$ cat config.mk
export PLATFORM = sky130hd
export DESIGN_NAME = perm_front
export DESIGN_NICKNAME = d
export VERILOG_FILES = /design/src/design/perm_pkg.sv /design/src/design/perm_front.sv
export SDC_FILE = /design/constraint.sdc
export NUM_CORES = 1
export LEC_CHECK = 0
export ABC_AREA = 1
export BUFFER_PORTS_ARGS = -buffer_cell sky130_fd_sc_hd__buf_2
export CORE_MARGIN = 5
export CORE_UTILIZATION = 43
export CTS_BUF_LIST = sky130_fd_sc_hd__clkbuf_4 sky130_fd_sc_hd__clkbuf_8 sky130_fd_sc_hd__clkbuf_16
export CTS_CLUSTER_DIAMETER = 60
export DETAILED_ROUTE_END_ITERATION = 7
export GPL_TIMING_DRIVEN = 0
export PLACE_DENSITY_LB_ADDON = 0.1
export RECOVER_POWER = 50
export SYNTH_ARGS = -nofsm -noshare
export SYNTH_HDL_FRONTEND = slang
export SYNTH_SLANG_ARGS = --single-unit
$ cat constraint.sdc
create_clock -name clk_i -period 2.2 [get_ports clk_i]
set_input_delay 0.11 -clock clk_i [delete_from_list [all_inputs] [get_ports clk_i]]
set_output_delay 0.11 -clock clk_i [all_outputs]
set_load 0.005 [all_outputs]
$ cat src/design/perm_pkg.sv
`default_nettype none
package perm_pkg;
  localparam int NumIfaces = 32;
  localparam int IfaceBits = 5;
  localparam int CountBits = 32;
  localparam int QueueDepth = 4;
  localparam int QueuePtrBits = 2;

  localparam logic [1:0] ReqPacket = 2'd0;
  localparam logic [1:0] ReqTick   = 2'd1;
  localparam logic [1:0] ReqClear  = 2'd2;

  localparam logic [2:0] AddrThreshold = 3'd0;
  localparam logic [2:0] AddrMaxPeriods = 3'd1;
  localparam logic [2:0] AddrCoeff = 3'd2;
  localparam logic [2:0] AddrFilterMask = 3'd3;
  localparam logic [2:0] AddrReasonSet = 3'd4;
  localparam logic [2:0] AddrIfaceMask = 3'd5;

  typedef enum logic [1:0] {
    OpPacket = 2'd0,
    OpPacketErr = 2'd1,
    OpTick = 2'd2,
    OpClear = 2'd3
  } op_e;

  typedef struct packed {
    op_e                  op;
    logic [IfaceBits-1:0] iface;
    logic [3:0]           modem;
    logic [7:0]           session;
  } cmd_t;

  typedef struct packed {
    logic [31:0] error_threshold;
    logic [15:0] max_periods;
    logic [7:0]  ratio_coefficient;
  } cfg_t;
endpackage
`default_nettype wire

$ cat src/design/perm_front.sv
`default_nettype none
module perm_front (
  input  wire logic               clk_i,
  input  wire logic               rst_ni,
  input  wire logic               in_valid_i,
  output logic                    in_ready_o,
  input  wire logic [1:0]         req_type_i,
  input  wire logic [4:0]         iface_i,
  input  wire logic               is_ip_i,
  input  wire logic [31:0]        filter_result_i,
  input  wire logic [5:0]         reason_code_i,
  input  wire logic [3:0]         modem_i,
  input  wire logic [7:0]         session_i,
  input  wire logic [31:0]        filter_error_mask_i,
  input  wire logic [63:0]        error_reason_set_i,
  input  wire logic [31:0]        monitored_iface_mask_i,
  output logic                    q_valid_o,
  input  wire logic               q_ready_i,
  output perm_pkg::cmd_t          q_cmd_o
);
  perm_pkg::cmd_t mem_q [perm_pkg::QueueDepth];
  logic [perm_pkg::QueuePtrBits-1:0] wr_q, wr_d, rd_q, rd_d;
  logic [perm_pkg::QueuePtrBits:0] cnt_q, cnt_d;
  perm_pkg::cmd_t cmd;
  logic keep, push, pop;

  always_comb begin
    cmd.iface = iface_i;
    cmd.modem = modem_i;
    cmd.session = session_i;
    cmd.op = perm_pkg::OpPacket;
    keep = 1'b0;
    case (req_type_i)
      perm_pkg::ReqPacket: begin
        keep = monitored_iface_mask_i[iface_i] && is_ip_i;
        if ((filter_result_i & filter_error_mask_i) != 32'd0 ||
            error_reason_set_i[reason_code_i]) begin
          cmd.op = perm_pkg::OpPacketErr;
        end
      end
      perm_pkg::ReqTick: begin
        keep = 1'b1;
        cmd.op = perm_pkg::OpTick;
      end
      perm_pkg::ReqClear: begin
        keep = 1'b1;
        cmd.op = perm_pkg::OpClear;
      end
      default: keep = 1'b0;
    endcase
  end

  assign in_ready_o = cnt_q != (perm_pkg::QueuePtrBits+1)'(perm_pkg::QueueDepth);
  assign push = in_valid_i && in_ready_o && keep;
  assign q_valid_o = cnt_q != '0;
  assign pop = q_valid_o && q_ready_i;
  assign q_cmd_o = mem_q[rd_q];
  assign wr_d = push ? wr_q + 1'b1 : wr_q;
  assign rd_d = pop ? rd_q + 1'b1 : rd_q;
  assign cnt_d = cnt_q + {{perm_pkg::QueuePtrBits{1'b0}}, push}
               - {{perm_pkg::QueuePtrBits{1'b0}}, pop};

  always_ff @(posedge clk_i) begin
    if (push) mem_q[wr_q] <= cmd;
  end

  always_ff @(posedge clk_i or negedge rst_ni) begin
    if (!rst_ni) begin
      wr_q <= '0;
      rd_q <= '0;
      cnt_q <= '0;
    end else begin
      wr_q <= wr_d;
      rd_q <= rd_d;
      cnt_q <= cnt_d;
    end
  end
endmodule
`default_nettype wire

; Word level (Yosys, flattened, before mapping)
; Memory sizes are Yosys's and may differ from the RTL's.
; Index checks and enable logic that the tools add are counted.
[word_totals]
reg_bits = 7
ram_bits = 76
output_inout_bits = 21
elab_cells = 32
n_memories = 1
[classes]
n_addsub = 4
order_cmp = 2
n_eq_ne = 3
muxes = 9
bitwise = 1
n_reduce_logical = 9
[memory_table]
columns = memory, words, word_bits, rd, rd_clocked_by_memory_dff, write_ports, line_no
row1 = mem_q, 4, 19, 1, 0, 1, perm_front.sv:21  ; perm_pkg::cmd_t mem_q [perm_pkg::QueueDepth];
[ops]
columns = cell, n
row1 = AND 32 bit, 1
row2 = nonzero test 32 bit, 1
row3 = < comparator 6 x 7 -> 1 bit (second input constant), 1
row4 = binary-select mux 1 bit (select 6 bit), 1
row5 = < comparator 5 x 6 -> 1 bit (second input constant), 1
row6 = one-hot mux 2 bit (3 select lines), 1
row7 = binary-select mux 1 bit (select 5 bit), 1
row8 = two-way mux 1 bit, 5
row9 = adder 2 x 1 -> 2 bit (second input constant), 2
row10 = logical AND 1 bit, 4
row11 = adder 3 x 1 -> 3 bit, 1
row12 = != test 3 bit (second input constant), 1
row13 = nonzero test 3 bit, 1
row14 = subtractor 3 x 1 -> 3 bit, 1
row15 = == test 2 x 1 -> 1 bit (second input constant), 1
row16 = == test 2 bit (second input constant), 1
row17 = zero test 2 bit, 1
row18 = one-hot mux 1 bit (2 select lines), 1
row19 = OR reduction 2 bit, 1
row20 = logical OR 1 bit, 1

; Depth between registers and ports, before layout
; Gate-level depths: netlist of the first run.
[depth]
word_depth = 7
ltp_mapped = 18
depth_no_buf = 16

; Least setup slack after synthesis of the first run
; No wires, ideal clock.
[synth_timing]
path_kind = register -> register
start = register cnt_q[1] (netlist name)
end = register cnt_q[2] (netlist name)
t_arrival_ns = 2.084
t_required_ns = 2.078
path_slack_ns = -0.006
stages_incl_launch_ff = 12
n_path_buf = 0
synth_period_minus_slack_ns = 2.206
path_cell_list = dfrtp_1 -> inv_1 -> nand2_1 -> nor2_1 -> nor3b_2 -> nand2_8 -> ha_1 -> inv_1 -> ha_1 -> inv_1 -> fa_1 -> xor2_1
[synth_between]
elab_chain_cells = 5
word_cells_on_any_way = 7
[synth_lines]
columns = element, line_no
row1 = "start, declared", perm_front.sv:23  ; logic [perm_pkg::QueuePtrBits:0] cnt_q, cnt_d;
row2 = "start signal, assigned", perm_front.sv:75  ; cnt_q <= cnt_d;
row3 = != test 3 bit, perm_front.sv:53  ; assign in_ready_o = cnt_q != (perm_pkg::QueuePtrBits+1)'(perm_pkg::QueueDepth);
row4 = logical AND 1 bit (2 in series), perm_front.sv:54  ; assign push = in_valid_i && in_ready_o && keep;
row5 = adder 3 x 1 -> 3 bit, perm_front.sv:60  ; assign cnt_d = cnt_q + {{perm_pkg::QueuePtrBits{1'b0}}, push}
row6 = subtractor 3 x 1 -> 3 bit (*), perm_front.sv:61  ; - {{perm_pkg::QueuePtrBits{1'b0}}, pop};
row7 = "via cnt_d, one bit", perm_front.sv:23
; The timed path passes the listed nets; every way through them passes the cells marked *.
; A chain may end at the register's enable or synchronous reset.

; Worst setup path after layout of the first run
[layout_timing]
start = register cnt_q[2] (netlist name)
end = register cnt_q[1] (netlist name)
; Same word-level chain as after synthesis.

==> results.cfg, run 1 <==
[sta]
max-slew-margin-rel = 0.5739
post_route_worst_hold_slack_ns = 0.1292
number_of_setup_violations_in_the_final_report = 0
final-hold-violation-count = 0
period_utilisation_layout = 0.9527
setup_ws_ns = 0.1040
worst_pin_slew_ns = 0.6377
finalWorstPathRequiredPeriod_ns = 2.096
finalClockSkew_ns = 0.009008
grt_setup_unrepaired = true
timing.final.max_slew_violations = 0
fmaxAchievable_ghz = 0.4771

[logic_synthesis]
synth_most_common_cell = sky130_fd_sc_hd__nand2_1
synth.yosys.warnings = 0
syn-num-nets = 726
syn_avg_cell_area_um2 = 8.618
synthesis.instances = 527
cell_types_occupying_the_most_area_after_synthesis = sky130_fd_sc_hd__edfxtp_1 (50%), sky130_fd_sc_hd__nand2_1 (14%), sky130_fd_sc_hd__nand3_1 (8.7%), sky130_fd_sc_hd__nor2_1 (4.0%), sky130_fd_sc_hd__dfrtp_1 (3.9%)
synth_ff_type = sky130_fd_sc_hd__edfxtp_1
synthDominantCellAreaShare = 0.5025
netlist_area_um2 = 4542
synth_cell_type_count = 26
async_reset_ff_frac = 0.08434
synth-seq-cells = 83
most_common_library_cells_after_synthesis = sky130_fd_sc_hd__nand2_1 (171), sky130_fd_sc_hd__nand3_1 (79), sky130_fd_sc_hd__edfxtp_1 (76)
synth_enable_flop_cells = 76
synth_top_area_cell = sky130_fd_sc_hd__edfxtp_1
synth-seq-area-share = 0.5410

[place]
io_buffer_count = 207
dpl_worst_slack_ns = -0.4308
gp_routability_congestion = 0.9533
hpwl_um = 10760

[pwr]
leakage_uw = 0.002797
power.combinational.fraction = 0.398
vdd_drop_max_mv = 0.5332
sequentialPowerShare = 0.388
netSwitchingFraction = 0.3652
power.switching_uw = 1890
clkPwrFrac = 0.214
cell_internal_pwr_uw = 3285
p_per_area_nw_per_um2 = 835.5

[drt]
detail_route.vias_per_cell = 5.020
ant_nets = 0
wl_per_cell_um = 15.32
wirelength_um = 13990
vias_after_detailed_routing = 4583
dr.pass1.iters = 5
drt_iter0_drc = 242
count_of_unresolved_drc_violations_after_routing = 0

[floorplan]
dieArea_um2 = 12720
die_w_um = 112.8
std_cell_rows = 37
chipHeight_um = 112.8
initial_utilization = 0.4399
top_level_ports = 211
core_area_um2 = 10320

[global_route]
gr-total-overflow = 0
first_pass_grt_wire_length_um = 21850
grt_use_total = 0.2152
number_of_global_route_vias_before_repair = 4755
grt_antenna_before_repair = 6
grt_max_degree = 20

[finish]
filler_cell_count = 941
fraction_of_final_layout_cells_sized_beyond_drive_strength_1 = 0.3243
layout-area-overhead-vs-synth_pct = 36.36
nets = 965

[setup_path]
r2r-start = cnt_q[2]
worstSetupStartpointType = flip-flop
worst-setup-path-type = flip-flop to flip-flop
crit_required_ns = 2.45
critPathLaunch = cnt_q[2]
timing.critical_path.arrival_ns = 2.34
crit_path_max_fanout = 7
crit_path_end_kind = flip-flop

[clocking]
clock_tree.buffer_depth = 2
tritoncts_num_sinks = 83
cts_buffers = 9
clk_root_buffer_cell = sky130_fd_sc_hd__clkbuf_8
cts_max_level = 3
tritoncts = built
clk_latency_ns = 0.35
clkTransAtPathRegs_ns = 0.08

[outcome]
status = finished, final reports clean

[min_path]
holdCritStartpoint = iface_i[4]
hold_path.class = primary input to flip-flop

[run]
drv_cap = 0
repair_timing:
action,in CTS,in global routing
pin swaps,2,2
setup buffers,2,5
resized for setup,5,5
hold buffers,15,0
hold endpoints to repair,63,0
setup endpoints to repair,78,12
worst max-delay path, cell delays in order, from the launching register on:
cell                      delay [ns]
sky130_fd_sc_hd__dfrtp_1        0.40
sky130_fd_sc_hd__nand2_2        0.09
sky130_fd_sc_hd__nor2_2         0.05
sky130_fd_sc_hd__nor3b_4        0.31
sky130_fd_sc_hd__nand2_8        0.11
sky130_fd_sc_hd__ha_4           0.25
sky130_fd_sc_hd__inv_1          0.05
sky130_fd_sc_hd__ha_1           0.12
sky130_fd_sc_hd__inv_1          0.05
sky130_fd_sc_hd__fa_2           0.52
sky130_fd_sc_hd__inv_1          0.03
logic make-up (layout without fill, tap and decap cells):
| group | after synthesis | count (layout) | synth area share |
|---|---|---|---|
| flops | 83 | 83 | 0.5410 |
| other cells | 0 | 6 | 0 |
| compound gates | 57 | 57 | 0.06804 |
| xor+xnor | 2 | 2 | 0.003857 |
| simple gates | 319 | 319 | 0.3028 |
| fa+ha+maj | 9 | 9 | 0.02645 |
| buf+inv | 57 | 301 | 0.05785 |
layout by cell type (no fill, tap or decap), types with 4 or more instances in the layout:
master                          Yosys  final
sky130_fd_sc_hd__diode_2            0      6
sky130_fd_sc_hd__clkbuf_1          11     28
sky130_fd_sc_hd__nand3_1           79     79
sky130_fd_sc_hd__buf_4              0      7
sky130_fd_sc_hd__o21ai_0           19     19
sky130_fd_sc_hd__buf_2             12    200
sky130_fd_sc_hd__nand2_1          171    170
sky130_fd_sc_hd__clkbuf_8           0      9
sky130_fd_sc_hd__dlygate4sd3_1      0     15
sky130_fd_sc_hd__o22ai_1           19     19
sky130_fd_sc_hd__edfxtp_1          76     76
sky130_fd_sc_hd__nor2_4             0      4
sky130_fd_sc_hd__nor2_1            49     48
sky130_fd_sc_hd__dfrtp_1            7      7
sky130_fd_sc_hd__nand4_1            8      8
sky130_fd_sc_hd__inv_1             22     23
sky130_fd_sc_hd__inv_2              7      6
sky130_fd_sc_hd__o21ai_1           19     19
sky130_fd_sc_hd__ha_1               8      7
sky130_fd_sc_hd__nand2_2            4      5
power by group through the flow:
stage               Combinational [µW]  Clock (µW)  Sequential, µW
floorplan                         1150           0            2030
global placement                  1930           0            2040
detailed placement                1980           0            2050
CTS                               2060        1120            2000
global route                      2310        1190            2020
finish                            2060        1110            2010
registers in the layout (all words and copies together) (netlist names):
name / flops
mem_q: 76
wr_q: 2
cnt_q: 3
rd_q: 2
final cells by class:
cell class              instances  area [µm²]  share of cell area
diodes                          6       15.01            0.002424
plain buffers                  25       133.9             0.02162
clock buffers                   9       123.9             0.02000
clock inverters                 7       83.83             0.01354
inverters                      31       123.9             0.02000
multi-input cells             387        1868              0.3016
flip-flops and latches         83        2457              0.3968
well taps                     136       170.2             0.02747
repair buffers                229        1217              0.1966
per-layer routing:
layer / wire, µm / track usage / part of all wire
met1: 5115 / 0.2331 / 0.37
met2: 7570 / 0.4013 / 0.54
met3: 816 / 0.03529 / 0.058
met4: 488 / 0.1098 / 0.035
met5: 0 / 0 / 0
worst paths after layout:
| path | endpoint | slack (ns) | depth (start not counted) |
|---|---|---|---|
| max in group asynchronous | wr_q[1] | 1.64 | 2 |
| min | mem_q[0][16] | 0.13 | 1 |
| min in group asynchronous | cnt_q[2] | 0.23 | 2 |
| max | cnt_q[1] | 0.10 | 10 |
| max reg2reg | cnt_q[1] | 0.10 | 10 |
| min reg2reg | wr_q[1] | 0.54 | 2 |
stage by stage:
| stage | util | area [µm²] | power, µW | std cells | setup TNS (ns) |
|---|---|---|---|---|---|
| final | 0.5999 | 6193 | 5175 | 913 | 0 |
| after global routing | 0.5999 | 6193 | 5522 | 913 | -0.02357 |
| after CTS | 0.5967 | 6160 | 5191 | 903 | 0 |
| after detailed placement | 0.5580 | 5761 | 4029 | 870 | -30.59 |
| after global placement | 0.5580 | 5761 | 3969 | 870 | -29.68 |
| after floorplan | - | 4554 | 3175 | 527 | 0 |
Power figures use the tool's default switching activity.
==> inputs of run 2 (changes only) <==
CTS_BUF_LIST = unset   (was sky130_fd_sc_hd__clkbuf_4 sky130_fd_sc_hd__clkbuf_8 sky130_fd_sc_hd__clkbuf_16)
SETUP_SLACK_MARGIN = 0.3   (was unset)
SKIP_CTS_REPAIR_TIMING = 1   (was unset)
==> results.cfg, run 2 (same netlist as run 1, synthesis figures left out) <==
[floorplan]
std_cell_rows = 37
top_level_ports = 211
initial_utilization = 0.4399
chipHeight_um = 112.8
die_w_um = 112.8
core_area_um2 = 10320
dieArea_um2 = 12720

[clocking]
cts_max_level = 3
clk_latency_ns = 0.35
clock_tree.buffer_depth = 2
clkTransAtPathRegs_ns = 0.08
cts_buffers = 9
clk_root_buffer_cell = sky130_fd_sc_hd__clkbuf_8
tritoncts_num_sinks = 83
tritoncts = built

[finish]
multiInputGateArea_um2 = 1883
post-route-util = 0.6196
largest_reg_flops = 76
reg.largest.list = mem_q (76), cnt_q (3)
nets = 976
max_flop_register = mem_q
filler_cell_count = 919
most_frequent_cells_in_the_layout = sky130_fd_sc_hd__buf_2 (198), sky130_fd_sc_hd__nand2_1 (170), sky130_fd_sc_hd__nand3_1 (78)
mostFrequentLayoutCell = sky130_fd_sc_hd__buf_2
fraction_of_final_layout_cells_sized_beyond_drive_strength_1 = 0.3465
layout.area.seq_um2 = 2457
cell_area_after_layout_um2 = 6396
layout-area-overhead-vs-synth_pct = 40.83

[drt]
ant_nets = 0
wl_per_cell_um = 15.07
dr.pass1.iters = 4
met2_wirelength_um = 7480
detail_route.vias_per_cell = 4.999
maxUsedRoutingLayer = met4
vias_after_detailed_routing = 4604
met3WireLength_um = 819
count_of_unresolved_drc_violations_after_routing = 0
wirelength_um = 13880
drt_iter0_drc = 273
metal1_wirelength_um = 5198

[setup_path]
worstSetupStartpointType = flip-flop
crit_required_ns = 2.09
worst-setup-path-type = flip-flop to output port
crit_path_end_kind = output port
r2r_slack_ns = 0.16
crit_path_max_fanout = 10
r2r-start = cnt_q[1]
timing.critical_path.arrival_ns = 1.93
r2r-end = cnt_q[1]
critPathLaunch = rd_q[0]
timing.reg2reg.worst_path_depth = 11

[sta]
finalClockSkew_ns = 0.008317
setup_ws_ns = 0.1552
finalWorstPathRequiredPeriod_ns = 2.045
fmaxAchievable_ghz = 0.4890
period_utilisation_layout = 0.9295
setup_total_negative_slack_ns = 0
timing.final.max_slew_violations = 0
worst_pin_slew_ns = 0.5414
grt_setup_unrepaired = true
number_of_setup_violations_in_the_final_report = 0
max-slew-margin-rel = 0.6391
final-hold-violation-count = 0

[global_route]
gr-total-overflow = 0
first_pass_grt_wire_length_um = 21130
grt_antenna_before_repair = 3
number_of_global_route_vias_before_repair = 4641
grt_use_total = 0.2076
grt_max_degree = 20

[min_path]
timing.hold.worst_path_depth = 1
holdCritStartpoint = iface_i[0]
hold_path.class = primary input to flip-flop
hold-path-endpoint = mem_q[2][12]

[place]
io_buffer_count = 207
dpl_worst_slack_ns = -0.3800
gp_routability_congestion = 0.9320
placement.cell_area_um2 = 5784
hpwl_um = 10530

[run]
drv_cap = 0

[outcome]
status = finished, final reports clean

[pwr]
vdd_drop_max_mv = 0.4880
p_per_area_nw_per_um2 = 857.9
leakage_uw = 0.002910
-- run 2: cell count changes in the layout (fill, tap and decap cells not counted), moves of 3 or more --
cell	previous run	this run
sky130_fd_sc_hd__diode_2	6	3
sky130_fd_sc_hd__clkbuf_2	1	6
sky130_fd_sc_hd__buf_12	0	4
sky130_fd_sc_hd__inv_2	6	9
sky130_fd_sc_hd__clkbuf_4	0	4
sky130_fd_sc_hd__buf_4	7	12
sky130_fd_sc_hd__clkbuf_1	28	23
sky130_fd_sc_hd__inv_1	23	20
-- run 2: cell type report --
type	count	area share
inverter	31	0.01937
antenna	3	0.001174
sequential	83	0.3842
tap	136	0.02660
clock buffer	9	0.01937
clock inverter	7	0.01819
multi-input combinational	387	0.2944
timing repair buffer	239	0.2115
buffer	26	0.02523
-- run 2: worst max-delay path, cell delays in order, from the launching register on --
cell and delay, ns:
sky130_fd_sc_hd__dfrtp_1 0.41, sky130_fd_sc_hd__clkbuf_1 0.41, sky130_fd_sc_hd__clkbuf_4 0.34, sky130_fd_sc_hd__nor2_1 0.07, sky130_fd_sc_hd__o22ai_1 0.20, sky130_fd_sc_hd__buf_2 0.16
-- run 2: worst max-delay path by stage --
| stage | to | slack, ns | depth (start not counted) |
|---|---|---|---|
| floorplan | cnt_q[1] | 0.14 | 11 |
| global route | q_cmd_o[14] | 0.07 | 5 |
| detailed placement | mem_q[0][2] | -0.38 | 12 |
| finish | q_cmd_o[14] | 0.16 | 5 |
| CTS | mem_q[0][5] | -0.23 | 6 |
| global placement | mem_q[0][2] | -0.42 | 12 |
-- run 2: report_power, final --
group,leakage (µW),internal (µW),switching [µW]
combinational,0.00202,932,1270
sequential,0.000771,1920,99.3
clock,0.000119,751,515
total,0.00291,3600,1880
-- run 2: stage by stage --
stage / hold WS, ns / cells / total power [µW]
2_1_floorplan: -0.1856 / 527 / 3211
3_3_place_gp: -0.03580 / 870 / 4010
3_5_place_dp: -0.03330 / 870 / 4063
4_1_cts: -0.4212 / 886 / 5316
5_1_grt: 0.02429 / 921 / 5837
6_report: 0.02781 / 921 / 5487
-- run 2: layer usage --
layer / GRT usage / up-vias
met5: 0 / -
met1: 0.2190 / 2107
met3: 0.03583 / 25
met2: 0.3930 / 179
met4: 0.1050 / 0
li1: - / 2293
==> inputs of run 3 (changes only) <==
PLACE_DENSITY_LB_ADDON = 0.08   (was 0.1)
==> results.cfg, run 3 (same netlist as run 1, synthesis figures left out) <==
[clocking]
clkTransAtPathRegs_ns = 0.08
cts_buffers = 9
tritoncts_num_sinks = 83
cts_max_level = 3
tritoncts = built
clk_latency_ns = 0.34
clk_root_buffer_cell = sky130_fd_sc_hd__clkbuf_8
clock_tree.buffer_depth = 2

[global_route]
met1_usage = 0.2246
grt_use_total = 0.2091
global_route.usage.met2 = 0.3914
grt_max_degree = 20
grt_antenna_before_repair = 5
grt.busiest_layer = met2
gr-total-overflow = 0
globalRouteMet3Util = 0.02995
number_of_global_route_vias_before_repair = 4696
first_pass_grt_wire_length_um = 21160

[drt]
count_of_unresolved_drc_violations_after_routing = 0
wl_per_cell_um = 14.98
vias_after_detailed_routing = 4547
detail_route.vias_per_cell = 4.975
drt_iter0_drc = 219
wirelength_um = 13690
ant_nets = 0
dr.pass1.iters = 4

[sta]
period_utilisation_layout = 0.9505
timing.final.max_slew_violations = 0
max-slew-margin-rel = 0.6609
fmaxAchievable_ghz = 0.4782
grt_setup_unrepaired = true
post_route_worst_hold_slack_ns = 0.01553
worst_pin_slew_ns = 0.5086
finalClockSkew_ns = 0.006131
number_of_setup_violations_in_the_final_report = 0
final-hold-violation-count = 0
finalWorstPathRequiredPeriod_ns = 2.091

[pwr]
p_per_area_nw_per_um2 = 829.6
vdd_drop_max_mv = 0.5750
leakage_uw = 0.002839

[finish]
reg.largest.list = mem_q (76), cnt_q (3)
nets = 967
cell_area_after_layout_um2 = 6280
largest_reg_flops = 76
max_flop_register = mem_q
fraction_of_final_layout_cells_sized_beyond_drive_strength_1 = 0.3364
filler_cell_count = 903
final_cell_count_without_fillers = 914
most_frequent_cells_in_the_layout = sky130_fd_sc_hd__buf_2 (199), sky130_fd_sc_hd__nand2_1 (170), sky130_fd_sc_hd__nand3_1 (79)
mostFrequentLayoutCell = sky130_fd_sc_hd__buf_2
layout-area-overhead-vs-synth_pct = 38.26

[min_path]
holdCritStartpoint = iface_i[1]
hold_path.class = primary input to flip-flop

[setup_path]
r2r-start = cnt_q[1]
worst-setup-path-type = flip-flop to flip-flop
crit_path_max_fanout = 5
crit_required_ns = 2.44
crit_path_end_kind = flip-flop
worstSetupStartpointType = flip-flop
critPathLaunch = cnt_q[1]
timing.critical_path.arrival_ns = 2.33

[outcome]
status = finished, final reports clean

[run]
drv_cap = 0

[floorplan]
top_level_ports = 211
dieArea_um2 = 12720
initial_utilization = 0.4399
chipHeight_um = 112.8
core_area_um2 = 10320
die_w_um = 112.8
std_cell_rows = 37

[place]
hpwl_um = 10500
placement.cell_area_um2 = 5784
place.detailed.instances = 870
gp_routability_congestion = 0.9424
io_buffer_count = 207
[run 3: through the flow]
step | setup TNS [ns] | total power, µW | utilization | worst slack (ns)
6_report | 0 | 5210 | 0.6083 | 0.1089
5_1_grt | 0 | 5582 | 0.6083 | 0.02381
4_1_cts | -13.76 | 5108 | 0.5796 | -0.2269
3_5_place_dp | -28.79 | 4050 | 0.5603 | -0.4083
3_3_place_gp | -30.48 | 4017 | 0.5603 | -0.4438
2_1_floorplan | 0 | 3211 | - | 0.1361
[run 3: report_power, final]
part	internal [µW]	leakage [µW]	switching [µW]	total (µW)
Sequential	1920	0.000771	96.6	2020
Clock	530	0.0000939	529	1060
Combinational	889	0.00197	1240	2130
[run 3: cell type report]
class | instances | area, µm² | area share
antenna | 5 | 12.51 | 0.001992
buffer | 26 | 156.4 | 0.02491
clock buffer | 9 | 123.9 | 0.01973
clock inverter | 7 | 75.07 | 0.01195
inverter | 31 | 123.9 | 0.01973
multi-input combinational | 387 | 1881 | 0.2995
sequential | 83 | 2457 | 0.3913
tap | 136 | 170.2 | 0.02710
timing repair buffer | 230 | 1280 | 0.2038
[run 3: final timing paths]
| check | cells after the start | end | slack, ns |
|---|---|---|---|
| setup / recovery | 11 | cnt_q[1] | 0.11 |
| hold / removal | 1 | mem_q[3][13] | 0.02 |
| setup reg to reg | 11 | cnt_q[1] | 0.11 |
| hold reg to reg | 2 | wr_q[0] | 0.55 |
| max in group asynchronous | 2 | cnt_q[0] | 1.68 |
| min in group asynchronous | 2 | wr_q[0] | 0.22 |
[run 3: routing by layer]
layer | vias up | part of all wire | routed length [µm]
li1 | 2281 | - | -
met1 | 2065 | 0.36 | 4991
met2 | 171 | 0.54 | 7387
met3 | 30 | 0.060 | 824
met4 | 0 | 0.036 | 487
met5 | - | 0 | 0
[run 3: critical path, cell delays in order, from the launching register on]
cell and delay (ns):
sky130_fd_sc_hd__dfrtp_1 0.41, sky130_fd_sc_hd__inv_1 0.07, sky130_fd_sc_hd__nand2_2 0.07, sky130_fd_sc_hd__nor2_2 0.06, sky130_fd_sc_hd__nor3b_4 0.31, sky130_fd_sc_hd__nand2_8 0.11, sky130_fd_sc_hd__ha_4 0.22, sky130_fd_sc_hd__inv_2 0.06
sky130_fd_sc_hd__ha_4 0.11, sky130_fd_sc_hd__inv_2 0.03, sky130_fd_sc_hd__fa_2 0.50, sky130_fd_sc_hd__inv_1 0.04
